--- src/rtl/lkvc_pkg.sv ---
`default_nettype none
// ----------------------------------------------------------------------------
// lkvc_pkg: shared types and constants for the LRU key-value cache
// Entry count, index widths, request/response words and control structs.
// ----------------------------------------------------------------------------
package lkvc_pkg;

	localparam int ENTRIES = 16;
	localparam int IDX_W   = (ENTRIES > 1) ? $clog2(ENTRIES) : 1;
	localparam int CNT_W   = $clog2(ENTRIES + 1);
	localparam int CAP_W   = 5;
	localparam int KEY_W   = 32;
	localparam int VAL_W   = 32;

	localparam logic [CAP_W-1:0]        CAP_RESET  = CAP_W'(16);
	localparam logic signed [VAL_W-1:0] MISS_VALUE = -VAL_W'(1);

	localparam logic CMD_GET = 1'b0;
	localparam logic CMD_SET = 1'b1;

	typedef struct packed {
		logic                    cmd;
		logic signed [KEY_W-1:0] req_key;
		logic signed [VAL_W-1:0] req_value;
	} req_t;

	typedef struct packed {
		logic                    hit;
		logic signed [VAL_W-1:0] read_value;
	} rsp_t;

	// one stored entry
	typedef struct packed {
		logic signed [KEY_W-1:0] key;
		logic signed [VAL_W-1:0] value;
	} entry_t;

	// recency update request
	typedef struct packed {
		logic             touch;
		logic             insert;
		logic             evict;
		logic [IDX_W-1:0] slot;
	} rcy_op_t;

	// recency status
	typedef struct packed {
		logic [ENTRIES-1:0] valid;
		logic [IDX_W-1:0]   free_idx;
		logic [CNT_W-1:0]   occ;
	} rcy_stat_t;

	// zero acts as one, anything above the entry count saturates
	function automatic logic [CNT_W-1:0] eff_cap(input logic [CAP_W-1:0] cap);
		logic [CNT_W-1:0] r;
		if (cap == '0) begin
			r = CNT_W'(1);
		end else if (int'(cap) > ENTRIES) begin
			r = CNT_W'(ENTRIES);
		end else begin
			r = CNT_W'(cap);
		end
		return r;
	endfunction

endpackage
`default_nettype wire

--- src/rtl/lkvc_store.sv ---
`default_nettype none
// ----------------------------------------------------------------------------
// lkvc_store: key/value entry memory
// One write and one read port, registered read data.
// ----------------------------------------------------------------------------
module lkvc_store (
	input  wire                          clk,
	input  wire                          rd_en,
	input  wire  [lkvc_pkg::IDX_W-1:0]   rd_addr,
	output lkvc_pkg::entry_t             rd_data,
	input  wire                          wr_en,
	input  wire  [lkvc_pkg::IDX_W-1:0]   wr_addr,
	input  lkvc_pkg::entry_t             wr_data
);

	lkvc_pkg::entry_t mem [lkvc_pkg::ENTRIES];
	lkvc_pkg::entry_t rd_data_q;

	always_ff @(posedge clk) begin
		if (wr_en) begin
			mem[wr_addr] <= wr_data;
		end
	end

	always_ff @(posedge clk) begin
		if (rd_en) begin
			rd_data_q <= mem[rd_addr];
		end
	end

	assign rd_data = rd_data_q;

endmodule
`default_nettype wire

--- src/rtl/lkvc_recency.sv ---
`default_nettype none
// ----------------------------------------------------------------------------
// lkvc_recency: valid bits, recency ranks and occupancy
// Rank 0 is most recent; valid ranks always form 0..occ-1.
// ----------------------------------------------------------------------------
module lkvc_recency (
	input  wire                clk,
	input  wire                arst_n,
	input  lkvc_pkg::rcy_op_t  op,
	output lkvc_pkg::rcy_stat_t stat
);

	logic [lkvc_pkg::ENTRIES-1:0] valid_q;
	logic [lkvc_pkg::IDX_W-1:0]   rank_q [lkvc_pkg::ENTRIES];
	logic [lkvc_pkg::CNT_W-1:0]   occ_q;

	logic [lkvc_pkg::CNT_W-1:0]   occ_m1;
	logic [lkvc_pkg::IDX_W-1:0]   victim;
	logic [lkvc_pkg::ENTRIES-1:0] post_valid;
	logic [lkvc_pkg::IDX_W-1:0]   free_idx;
	logic [lkvc_pkg::IDX_W-1:0]   touch_rank;

	// least recent valid entry carries rank occ-1
	always_comb begin
		occ_m1 = occ_q - lkvc_pkg::CNT_W'(1);
		victim = '0;
		for (int j = 0; j < lkvc_pkg::ENTRIES; j++) begin
			if (valid_q[j] && rank_q[j] == occ_m1[lkvc_pkg::IDX_W-1:0]) begin
				victim = lkvc_pkg::IDX_W'(j);
			end
		end
	end

	// lowest free slot once the victim is dropped
	always_comb begin
		post_valid = valid_q;
		if (op.evict) begin
			post_valid[victim] = 1'b0;
		end
		free_idx = '0;
		for (int j = lkvc_pkg::ENTRIES - 1; j >= 0; j--) begin
			if (!post_valid[j]) begin
				free_idx = lkvc_pkg::IDX_W'(j);
			end
		end
	end

	assign touch_rank = rank_q[op.slot];

	always_ff @(posedge clk or negedge arst_n) begin
		if (!arst_n) begin
			valid_q <= '0;
			occ_q   <= '0;
			for (int j = 0; j < lkvc_pkg::ENTRIES; j++) begin
				rank_q[j] <= '0;
			end
		end else if (op.touch) begin
			for (int j = 0; j < lkvc_pkg::ENTRIES; j++) begin
				if (valid_q[j] && lkvc_pkg::IDX_W'(j) != op.slot && rank_q[j] < touch_rank) begin
					rank_q[j] <= rank_q[j] + lkvc_pkg::IDX_W'(1);
				end
			end
			rank_q[op.slot] <= '0;
		end else if (op.insert) begin
			for (int j = 0; j < lkvc_pkg::ENTRIES; j++) begin
				if (post_valid[j]) begin
					rank_q[j] <= rank_q[j] + lkvc_pkg::IDX_W'(1);
				end
			end
			// rank of a dropped entry is never looked at while it is invalid
			if (op.evict) begin
				occ_q <= occ_q;
			end else begin
				occ_q <= occ_q + lkvc_pkg::CNT_W'(1);
			end
			valid_q           <= post_valid | (lkvc_pkg::ENTRIES'(1) << free_idx);
			rank_q[free_idx]  <= '0;
		end
	end

	assign stat.valid    = valid_q;
	assign stat.free_idx = free_idx;
	assign stat.occ      = occ_q;

endmodule
`default_nettype wire

--- src/rtl/lru_key_value_cache.sv ---
`default_nettype none
// ----------------------------------------------------------------------------
// lru_key_value_cache: fully associative key-value cache, LRU replacement
// Requests are taken one at a time: a new request word is accepted only in idle,
//   after the serial key scan through the single read port of the entry memory
//   and the update of the last one; a get waits in update until the output is free.
// Reset: arst_n clears all valid bits, ranks, occupancy and the handshake
//   state at once; capacity returns to 16. Entry memory is not cleared.
// ----------------------------------------------------------------------------
module lru_key_value_cache (
	input  wire                          clk,
	input  wire                          arst_n,
	// request channel
	input  wire                          in_valid,
	output logic                         in_stall,
	input  lkvc_pkg::req_t               in_word,
	// response channel (gets only)
	output logic                         out_valid,
	input  wire                          out_stall,
	output lkvc_pkg::rsp_t               out_word,
	// capacity register
	input  wire                          cfg_we,
	input  wire  [lkvc_pkg::CAP_W-1:0]   cfg_data
);

	// one-hot sequencer
	typedef enum logic [2:0] {
		ST_IDLE   = 3'b001,
		ST_SCAN   = 3'b010,
		ST_UPDATE = 3'b100
	} state_t;

	state_t state_q, state_d;

	logic [lkvc_pkg::CAP_W-1:0] cap_q;
	lkvc_pkg::req_t             req_q;

	// scan bookkeeping
	logic [lkvc_pkg::CNT_W-1:0] issue_q;
	logic                       rd_vld_s1;
	logic [lkvc_pkg::IDX_W-1:0] rd_idx_s1;
	logic                       found_q;
	logic [lkvc_pkg::IDX_W-1:0] slot_q;
	logic signed [lkvc_pkg::VAL_W-1:0] val_q;

	// output register
	logic                       out_valid_q;
	lkvc_pkg::rsp_t             out_word_q;

	logic                       in_acc;
	logic                       out_ready;
	logic                       rd_en;
	logic [lkvc_pkg::IDX_W-1:0] rd_addr;
	lkvc_pkg::entry_t           rd_data;
	logic                       wr_en;
	logic [lkvc_pkg::IDX_W-1:0] wr_addr;
	lkvc_pkg::entry_t           wr_data;
	logic                       match;
	logic                       scan_last;
	logic                       is_set;
	logic                       upd_done;
	logic                       out_load;

	lkvc_pkg::rcy_op_t          rop;
	lkvc_pkg::rcy_stat_t        rstat;

	assign in_stall  = (state_q != ST_IDLE);
	assign in_acc    = in_valid && !in_stall;
	assign out_ready = !out_valid_q || !out_stall;
	assign is_set    = (req_q.cmd == lkvc_pkg::CMD_SET);

	// entry 0 is read on the accept edge, the rest during the scan
	always_comb begin
		rd_en   = 1'b0;
		rd_addr = '0;
		if (state_q == ST_IDLE) begin
			rd_en = in_acc;
		end else if (state_q == ST_SCAN && issue_q != lkvc_pkg::CNT_W'(lkvc_pkg::ENTRIES)) begin
			rd_en   = 1'b1;
			rd_addr = issue_q[lkvc_pkg::IDX_W-1:0];
		end
	end

	// compare stage: valid entry holding the requested key
	assign match = rd_vld_s1 && rstat.valid[rd_idx_s1] && !found_q &&
		(rd_data.key == req_q.req_key);
	assign scan_last = rd_vld_s1 &&
		(rd_idx_s1 == lkvc_pkg::IDX_W'(lkvc_pkg::ENTRIES - 1));

	// update cycle: a get waits there until the output register is free
	assign upd_done = (state_q == ST_UPDATE) && (is_set || out_ready);
	assign out_load = (state_q == ST_UPDATE) && !is_set && out_ready;

	always_comb begin
		rop.touch  = upd_done && found_q;
		rop.insert = (state_q == ST_UPDATE) && is_set && !found_q;
		rop.evict  = rop.insert && (rstat.occ >= lkvc_pkg::eff_cap(cap_q));
		rop.slot   = slot_q;
	end

	// set hit rewrites in place, set miss fills the freed or first empty slot
	assign wr_en         = (state_q == ST_UPDATE) && is_set;
	assign wr_addr       = found_q ? slot_q : rstat.free_idx;
	assign wr_data.key   = req_q.req_key;
	assign wr_data.value = req_q.req_value;

	always_comb begin
		state_d = state_q;
		case (state_q)
			ST_IDLE: begin
				if (in_acc) begin
					state_d = ST_SCAN;
				end
			end
			ST_SCAN: begin
				if (scan_last) begin
					state_d = ST_UPDATE;
				end
			end
			ST_UPDATE: begin
				if (upd_done) begin
					state_d = ST_IDLE;
				end
			end
			default: state_d = ST_IDLE;
		endcase
	end

	always_ff @(posedge clk or negedge arst_n) begin
		if (!arst_n) begin
			state_q     <= ST_IDLE;
			cap_q       <= lkvc_pkg::CAP_RESET;
			issue_q     <= '0;
			rd_vld_s1   <= 1'b0;
			found_q     <= 1'b0;
			out_valid_q <= 1'b0;
		end else begin
			state_q   <= state_d;
			rd_vld_s1 <= rd_en;
			if (cfg_we) begin
				cap_q <= cfg_data;
			end
			if (in_acc) begin
				issue_q <= lkvc_pkg::CNT_W'(1);
				found_q <= 1'b0;
			end else begin
				if (rd_en) begin
					issue_q <= issue_q + lkvc_pkg::CNT_W'(1);
				end
				if (match) begin
					found_q <= 1'b1;
				end
			end
			if (out_load) begin
				out_valid_q <= 1'b1;
			end else if (!out_stall) begin
				out_valid_q <= 1'b0;
			end
		end
	end

	// payload registers
	always_ff @(posedge clk) begin
		rd_idx_s1 <= rd_addr;
		if (in_acc) begin
			req_q <= in_word;
		end
		if (match) begin
			slot_q <= rd_idx_s1;
			val_q  <= rd_data.value;
		end
		if (out_load) begin
			out_word_q.hit        <= found_q;
			out_word_q.read_value <= found_q ? val_q : lkvc_pkg::MISS_VALUE;
		end
	end

	assign out_valid = out_valid_q;
	assign out_word  = out_word_q;

	lkvc_store u_store (
		.clk     (clk),
		.rd_en   (rd_en),
		.rd_addr (rd_addr),
		.rd_data (rd_data),
		.wr_en   (wr_en),
		.wr_addr (wr_addr),
		.wr_data (wr_data)
	);

	lkvc_recency u_recency (
		.clk    (clk),
		.arst_n (arst_n),
		.op     (rop),
		.stat   (rstat)
	);

endmodule
`default_nettype wire

--- config.mk ---
export PLATFORM = sky130hd
export DESIGN_NAME = lru_key_value_cache
export DESIGN_NICKNAME = d
export VERILOG_FILES = /design/src/rtl/lkvc_pkg.sv /design/src/rtl/lkvc_store.sv /design/src/rtl/lkvc_recency.sv /design/src/rtl/lru_key_value_cache.sv
export SDC_FILE = /design/constraint.sdc
export NUM_CORES = 2
export LEC_CHECK = 0
export BUFFER_PORTS_ARGS = -buffer_cell sky130_fd_sc_hd__clkbuf_2
export CAP_MARGIN = 10
export CORE_AREA = 5 5 387 389
export DETAILED_ROUTE_END_ITERATION = 7
export DIE_AREA = 0 0 392 394
export GPL_ROUTABILITY_DRIVEN = 1
export PLACE_DENSITY = 0.63
export SLEW_MARGIN = 20
export SYNTH_ARGS = -nofsm -noshare
export SYNTH_HDL_FRONTEND = slang
export SYNTH_SLANG_ARGS = --single-unit
export TNS_END_PERCENT = 1
--- constraint.sdc ---
create_clock -name clk -period 7.9 [get_ports clk]
set_input_delay 1.58 -clock clk [delete_from_list [all_inputs] [get_ports clk]]
set_output_delay 1.58 -clock clk [all_outputs]
set_load 0.05 [all_outputs]
# Word-level counts from Yosys, hierarchy flattened
# Memories as Yosys holds them, arrays and structs flattened. A register that Yosys moved wholly into a read port is not among the register bits.
# Index checks and enable logic that the tools add are counted.
# op_classes
eq_ne,41
addsub,19
shift,1
order_cmp,25
n_reduce_logical,78
n_mux,144
bitwise,11
# op_table
op,n
$mux 4,111
$and 64x64->64,2
$mux 64,2
$not 64->64,2
$add 4x1->4 const B,16
$lt 4x4->1,16
$logic_and 1x1->1,63
$eq 4x4->1,15
$demux 4 s4,2
$eq 32x32->1,1
$ne 4x4->1 const A,8
$mux 3,7
$mux 5,4
$and 16x16->16,1
$bmux 4 s4,1
$mux 16,1
$ne 3x4->1 const A,4
$not 16->16,1
$or 16x16->16,1
$shl 1x4->16 const A,1
$mux 1,11
$add 5x1->5 const B,2
$ge 5x5->1 const B,2
$lt 4x5->1 const B,2
other kinds (28),43
# word_totals
n_memories,1
input_bits,75
output_inout_bits,35
regBits,239
mem_bits_rw,1024
wordCells,352
# mem_list
memory,depth,word_bits,rd,rd_ports_with_merged_regs,wr,line,source
u_store.mem,16,64,1,1,1,lkvc_store.sv:16,lkvc_pkg::entry_t mem [lkvc_pkg::ENTRIES];

# Depth between registers and ports, before layout
# logic_depth
ltp_word,50
ltp_mapped,19
mapped_depth_nobuf,15

# Hierarchy
# A second synthesis with hierarchy kept.
# unflattened
hier_cells,2939
hier_area_um2,54778.8
# modules_own_cells
module,seq_area_each_um2,cells_per_inst,area_each_um2,n_inst
lkvc_store,32671.3,1647,40222.3,1
lkvc_recency,2127.0,970,8812.2,1
lru_key_value_cache,4506.8,322,5744.3,1

# Worst setup path after synthesis
# No wires, ideal clock.
# synth_path
kind,reg-to-reg
from,reg u_recency.occ_q[0] in the netlist's numbering
to,"mem u_store.mem[7][0] in the netlist's numbering, enable pin"
t_required_ps,7414
stages_incl_launch_ff,17
period_less_slack_ps,7178
setup_time_ps,486
setup_slack_ps,722
arrival_time_ps,6692
n_path_buf,3
cell_sequence,dfrtp_1 > buf_6 > buf_2 > inv_1 > ha_1 > buf_4 > xnor2_2 > xor2_1 > a32o_2 > or4_4 > o31ai_1 > o22ai_1 > a211oi_2 > o31ai_4 > a211o_1 > a21bo_1 > nor2_1
# synth_between
elab_chain_cells,42
elab_cells_between_ends,73
classes_between,1 x add/sub; 3 x order compare; 15 x eq/ne; 35 x mux; 2 x bitwise; 17 x reduce/logical
# synth_lines
element,line,source
from (decl),lkvc_recency.sv:15,logic [lkvc_pkg::CNT_W-1:0] occ_q;
from (signal assigned),lkvc_recency.sv:72,occ_q <= occ_q;
from (signal assigned),lkvc_recency.sv:74,occ_q <= occ_q + lkvc_pkg::CNT_W'(1);
$sub 4x1->4 (*),lkvc_recency.sv:25,occ_m1 = occ_q - lkvc_pkg::CNT_W'(1);
"net u_recency.occ_m1, one bit",lkvc_recency.sv:17,logic [lkvc_pkg::CNT_W-1:0] occ_m1;
$eq 4x4->1,lkvc_recency.sv:28,if (valid_q[j] && rank_q[j] == occ_m1[lkvc_pkg::IDX_W-1:0]) begin
$logic_and 1x1->1,lkvc_recency.sv:28,
$mux 1,lkvc_recency.sv:28,
$mux 2 (2 in series),lkvc_recency.sv:28,
$mux 3 (4 in series),lkvc_recency.sv:28,
$mux 4 (7 in series),lkvc_recency.sv:28,
(+3 left out),-,
$mux 1 (implied by the code),lkvc_recency.sv:38,post_valid[victim] = 1'b0;
$demux 1 s4 (*),-,
$not 16->16 (no source line) (*),-,
$and 16x16->16 (no source line) (*),-,
$mux 16 (*),lkvc_recency.sv:37,if (op.evict) begin
$mux 4 (15 in series),lkvc_recency.sv:42,if (!post_valid[j]) begin
$mux 4 (*),lkvc_recency.sv:42,
$mux 4 (*),lru_key_value_cache.sv:103,assign wr_addr = found_q ? slot_q : rstat.free_idx;
to (decl),lkvc_store.sv:16,
# The timed path passes the listed nets; every way through them passes the cells marked *.

# Worst setup path in the final report
# layout_path
from,reg u_recency.occ_q[1] in the netlist's numbering
to,"mem u_store.mem[6][43] in the netlist's numbering, enable pin"
# layout_between
elab_chain_cells,42
elab_cells_between_ends,73
classes_between,1 x add/sub; 3 x order compare; 15 x eq/ne; 35 x mux; 2 x bitwise; 17 x reduce/logical
# layout_lines
element,line
$sub 4x1->4,lkvc_recency.sv:25
$eq 4x4->1,lkvc_recency.sv:28
$logic_and 1x1->1,lkvc_recency.sv:28
$mux 1,lkvc_recency.sv:28
$mux 2 (2 in series),lkvc_recency.sv:28
$mux 3 (4 in series),lkvc_recency.sv:28
$mux 4 (8 in series),lkvc_recency.sv:28
$lt 4x5->1 (implied by the code) / $ge 4x1->1 (equally long branches),lkvc_recency.sv:38
$logic_and 1x1->1 (implied by the code),lkvc_recency.sv:38
$mux 1 (implied by the code),lkvc_recency.sv:38
$demux 1 s4,-
$not 16->16 (no source line),-
$and 16x16->16 (no source line),-
$mux 16 (*),lkvc_recency.sv:37
$mux 4 (15 in series),lkvc_recency.sv:42
$mux 4 (*),lkvc_recency.sv:42
$mux 4 (*),lru_key_value_cache.sv:103
# Every way passes the cells marked *; elsewhere a longest branch is shown, timed or not.

==> reports/results.md <==
Die
- initial standard-cell utilization of the core: 39.6%
- die boundary height: 394 um
- site row count: 141
- placeable core area: 0.146 mm2
- I/O pin total: 110
- area of the die: 0.154 mm2
- Chip Width: 392 um

Timing
- Max Transition Viols Final: 0
- worst clock skew: 0.0669 ns
- final critical-path required period: 6.85 ns
- Worst Hold Margin: 0.406 ns
- maximum operating frequency: 0.146 GHz
- measured slew at the worst slew-check pin: 1.13 ns
- total setup violations reported at the end of the flow: 0
- worst relative slew slack: 24.8%
- total negative slack for setup checks: 0 ns
- Tcrit/Tclk final: 86.7%
- endpoints failing hold: 0
- RSZ-0062 raised after global routing: no

Clock network
- H-tree levels: 4
- clock insertion delay at the later pin of the skew report: 0.78 ns
- Post CTS Setup Buffer Count: 0
- clock sink count: 1327
- Longest Clk Path Bufs: 3
- number of hold-repair buffers added at the cts stage: 0
- post-CTS clock slew at the launch and capture registers of the worst setup and hold paths: 0.06 ns
- clock root buffer: sky130_fd_sc_hd__clkbuf_16
- TritonCTS clock tree: yes
- number of gates resized after CTS: 0
- clock buffers created by TritonCTS: 140

Routing
- detailed-route wire length: 160000 um
- number of violations reported at the end of detailed-routing iteration 0: 3536
- average via count per standard cell: 5.90
- overall via count from detail_route: 36100
- count of nets left with antenna violations after detail routing: 0
- DRC errors left: 0
- detailed-router iteration count before antenna repair: 8
- average wire length per cell after detail routing: 26.1 um

Synth
- net count after synthesis: 4181
- Post-Synthesis Cells: 4033
- Distinct cells, synth: 96
- sequential share of the synthesized area: 67.8%
- async set-or-reset flop fraction in the synthesized netlist: 7.61%
- count of flip-flops with a built-in enable after synthesis: 1222
- mean cell area of the mapped netlist: 14.4 um2
- primary flip-flop cell chosen by synthesis mapping: sky130_fd_sc_hd__edfxtp_1
- number of warnings issued by yosys: 0
- post-synthesis instance area: 0.0580 mm2
- flop and latch count out of synthesis: 1327

Hold path
- cell count of the worst hold path: 0
- Min-Delay Path Class: reg2reg
- worst hold path startpoint: u_store.rd_data[7]
- hold path endpoint: val_q[7]

Power
- switching fraction of total power: 29.9%
- power share of the clock group: 33.7%
- PwrDens: 283 mW/mm2
- worst IR drop on VDD: 239 uV
- Leakage Power: 0.0224 uW
- power share of the combinational group: 17.8%
- Total Power Consumption: 18500 uW
- power share of the sequential group: 48.5%
- sw power: 5510 uW
- internal power summed over all cells: 12900 uW

Setup path
- Worst Reg-to-Reg Cells: 14
- WP depth: 14
- cell occurring most often along the worst timing path: sky130_fd_sc_hd__a211o_1
- sum of buffers and inverters on the critical path: 2
- category of the worst setup path launch point: flip-flop
- highest-delay cell along the critical path: sky130_fd_sc_hd__ha_1
- maximum cell stage delay along the critical path: 0.77 ns
- data arrival at the endpoint of the critical path: 7.24 ns
- WS Path Type: reg2reg
- FF-to-FF setup slack: 1.05 ns
- CP Launch Point: u_recency.occ_q[1]
- type of destination of the critical path: flip-flop
- largest fanout of any net on the critical path: 47
- Req. time, crit path: 8.29 ns
- series of cell instances along the critical path: inv_1 -> ha_1 -> xor3_1 -> nor4_1 -> a211oi_1 -> nor4b_1 -> a211o_1 -> a21boi_2 -> a22o_4 -> o31ai_4 -> a211o_1 -> nand3_1 -> nor2_4 -> buf_4
- top cell family by delay on the critical path: simple AND/OR/NAND/NOR gates
- worst reg2reg startpoint: u_recency.occ_q[1]
- worst reg2reg path endpoint: u_store.mem[6][43]

Global route
- wire length of the first global-routing pass: 236000 um
- GRT Residual Overflow: 0
- largest net degree at the start of global routing: 166
- via count of the first global-routing pass: 35400
- initial antenna violation count: 4
- global-route total usage across every layer: 20.2%

Place
- HPWL after detailed placement: 91600 um
- last weighted congestion value of the routability-driven placer: 0.913
- total instance count after detailed placement: 5875
- count of input and output buffers: 109

Final layout
- count of nets after finishing: 4235
- layout cells sized above 1: 14.1%
- Final Util: 44.6%
- number of fill cells in the layout: 13000
- post-route non-filler standard cell count: 6122
- area grow syn2layout: 12.6%

Run
- max-capacitance violation count: 0

Outcome
- status: complete, no violations

-- state kept, by name (all words and copies together) (netlist names) --
register	flops
rd_idx_s1	4
u_store.mem	1024
found_q	1
out_word	33
u_recency.rank_q	64
u_recency.valid_q	16
rd_vld_s1	1
issue_q	5
state_q	3
slot_q	4
u_store.rd_data	64
val_q	32
out_valid	1
req_q	64
is_set	1
u_recency.occ_q	5
cap_q	5
-- final cells by class --
cell class	instances	area [um2]	area share [%]
Inverter	37	154	0.236
Clock inverter	76	692	1.06
Sequential cell	1327	39300	60.2
Timing Repair Buffer	186	1410	2.17
Tap cell	1930	2410	3.70
Multi-Input combinational cell	2395	17700	27.1
Clock buffer	170	3630	5.55
Antenna cell	1	2.50	0.00383
-- power by group through the flow --
stage	combinational [uW]	sequential (uW)	clock (uW)
4_1_cts	3300	8940	6340
2_1_floorplan	2350	8790	0
6_report	3290	8940	6220
3_5_place_dp	3290	9080	0
3_3_place_gp	3260	9060	0
5_1_grt	3560	8990	6650
-- layout by cell type (no fill, tap or decap), types with 11 or more instances in the layout --
master	instances
sky130_fd_sc_hd__nor2_4	18
sky130_fd_sc_hd__mux2i_1	260
sky130_fd_sc_hd__clkinv_2	19
sky130_fd_sc_hd__clkbuf_16	140
sky130_fd_sc_hd__nand3b_1	15
sky130_fd_sc_hd__nand2_1	307
sky130_fd_sc_hd__a22oi_1	11
sky130_fd_sc_hd__and3_1	136
sky130_fd_sc_hd__buf_12	23
sky130_fd_sc_hd__a41oi_1	12
sky130_fd_sc_hd__o221ai_1	264
sky130_fd_sc_hd__nor2_1	73
sky130_fd_sc_hd__nor2b_1	15
sky130_fd_sc_hd__o21ai_0	104
sky130_fd_sc_hd__o21a_1	16
sky130_fd_sc_hd__nor4_1	11
sky130_fd_sc_hd__inv_1	32
sky130_fd_sc_hd__a31oi_1	17
sky130_fd_sc_hd__nand4_1	17
sky130_fd_sc_hd__mux4_2	25
sky130_fd_sc_hd__mux2_2	134
sky130_fd_sc_hd__xnor3_1	23
sky130_fd_sc_hd__nand3_1	181
sky130_fd_sc_hd__clkinv_1	39
sky130_fd_sc_hd__nand2b_1	58
sky130_fd_sc_hd__nor3_1	16
sky130_fd_sc_hd__o21ai_1	14
sky130_fd_sc_hd__o31ai_1	11
sky130_fd_sc_hd__ha_1	73
sky130_fd_sc_hd__clkbuf_2	108
sky130_fd_sc_hd__buf_4	55
sky130_fd_sc_hd__xor2_1	63
sky130_fd_sc_hd__dfrtp_1	95
sky130_fd_sc_hd__a21oi_1	328
sky130_fd_sc_hd__a21o_1	12
sky130_fd_sc_hd__o211ai_1	22
sky130_fd_sc_hd__xnor2_1	28
sky130_fd_sc_hd__edfxtp_1	1222
sky130_fd_sc_hd__clkbuf_1	29
-- cells in the mapped netlist, drive strengths merged, types with 13 or more instances --
| master | n | area [um2] |
|---|---|---|
| nor2 | 92 | 345 |
| o21a | 16 | 120 |
| nand2 | 310 | 1160 |
| o21ai | 118 | 591 |
| a31oi | 17 | 106 |
| mux2 | 134 | 1510 |
| nor4 | 13 | 103 |
| nand3b | 15 | 113 |
| nand4 | 17 | 106 |
| edfxtp | 1222 | 36700 |
| and3 | 137 | 857 |
| clkbuf | 225 | 845 |
| mux4 | 25 | 563 |
| nand2b | 58 | 363 |
| buf | 49 | 229 |
| xnor3 | 23 | 518 |
| a21oi | 329 | 1660 |
| o221ai | 264 | 2310 |
| nor2b | 15 | 93.8 |
| nor3 | 18 | 106 |
| nand3 | 181 | 906 |
| xnor2 | 29 | 262 |
| o31ai | 13 | 125 |
| inv | 37 | 139 |
| ha | 73 | 913 |
| mux2i | 260 | 2600 |
| dfrtp | 99 | 2480 |
| xor2 | 63 | 552 |
| o211ai | 22 | 165 |
-- cells by family (layout without fill, tap and decap cells) --
family,after synthesis,count (layout),synth area share (%)
xor+xnor,117,117,2.38
buf+inv,311,469,2.09
fa+ha+maj,73,73,1.57
flops,1327,1327,67.8
compound gates,883,883,10.4
simple gates,903,903,7.78
other cells,0,1,0
mux,419,419,8.06
-- through the flow --
stage | setup slack (ns) | cell area [um2]
4_1_cts | 1.11 | 65300
5_1_grt | 0.772 | 65300
3_3_place_gp | 1.25 | 61000
6_report | 1.05 | 65300
3_5_place_dp | 1.15 | 61000
2_1_floorplan | 0.722 | 58000
-- worst max-delay path by stage --
| stage | slack [ns] | end |
|---|---|---|
| after floorplan | 0.72 | u_store.mem[7][0] |
| after global placement | 1.25 | u_store.mem[6][43] |
| after detailed placement | 1.15 | u_store.mem[6][43] |
| after CTS | 1.11 | u_store.mem[6][60] |
| after global routing | 0.77 | u_store.mem[6][43] |
| final | 1.05 | u_store.mem[6][43] |
-- per-layer routing --
layer	vias to the layer above	wire length [um]	track usage, %
li1	16000	-	-
met1	18500	68700	28.4
met2	1401	76900	32.8
met3	238	10300	3.14
met4	0	3910	5.62
met5	-	0	0
No activity file was read; power rests on OpenSTA's default activity.
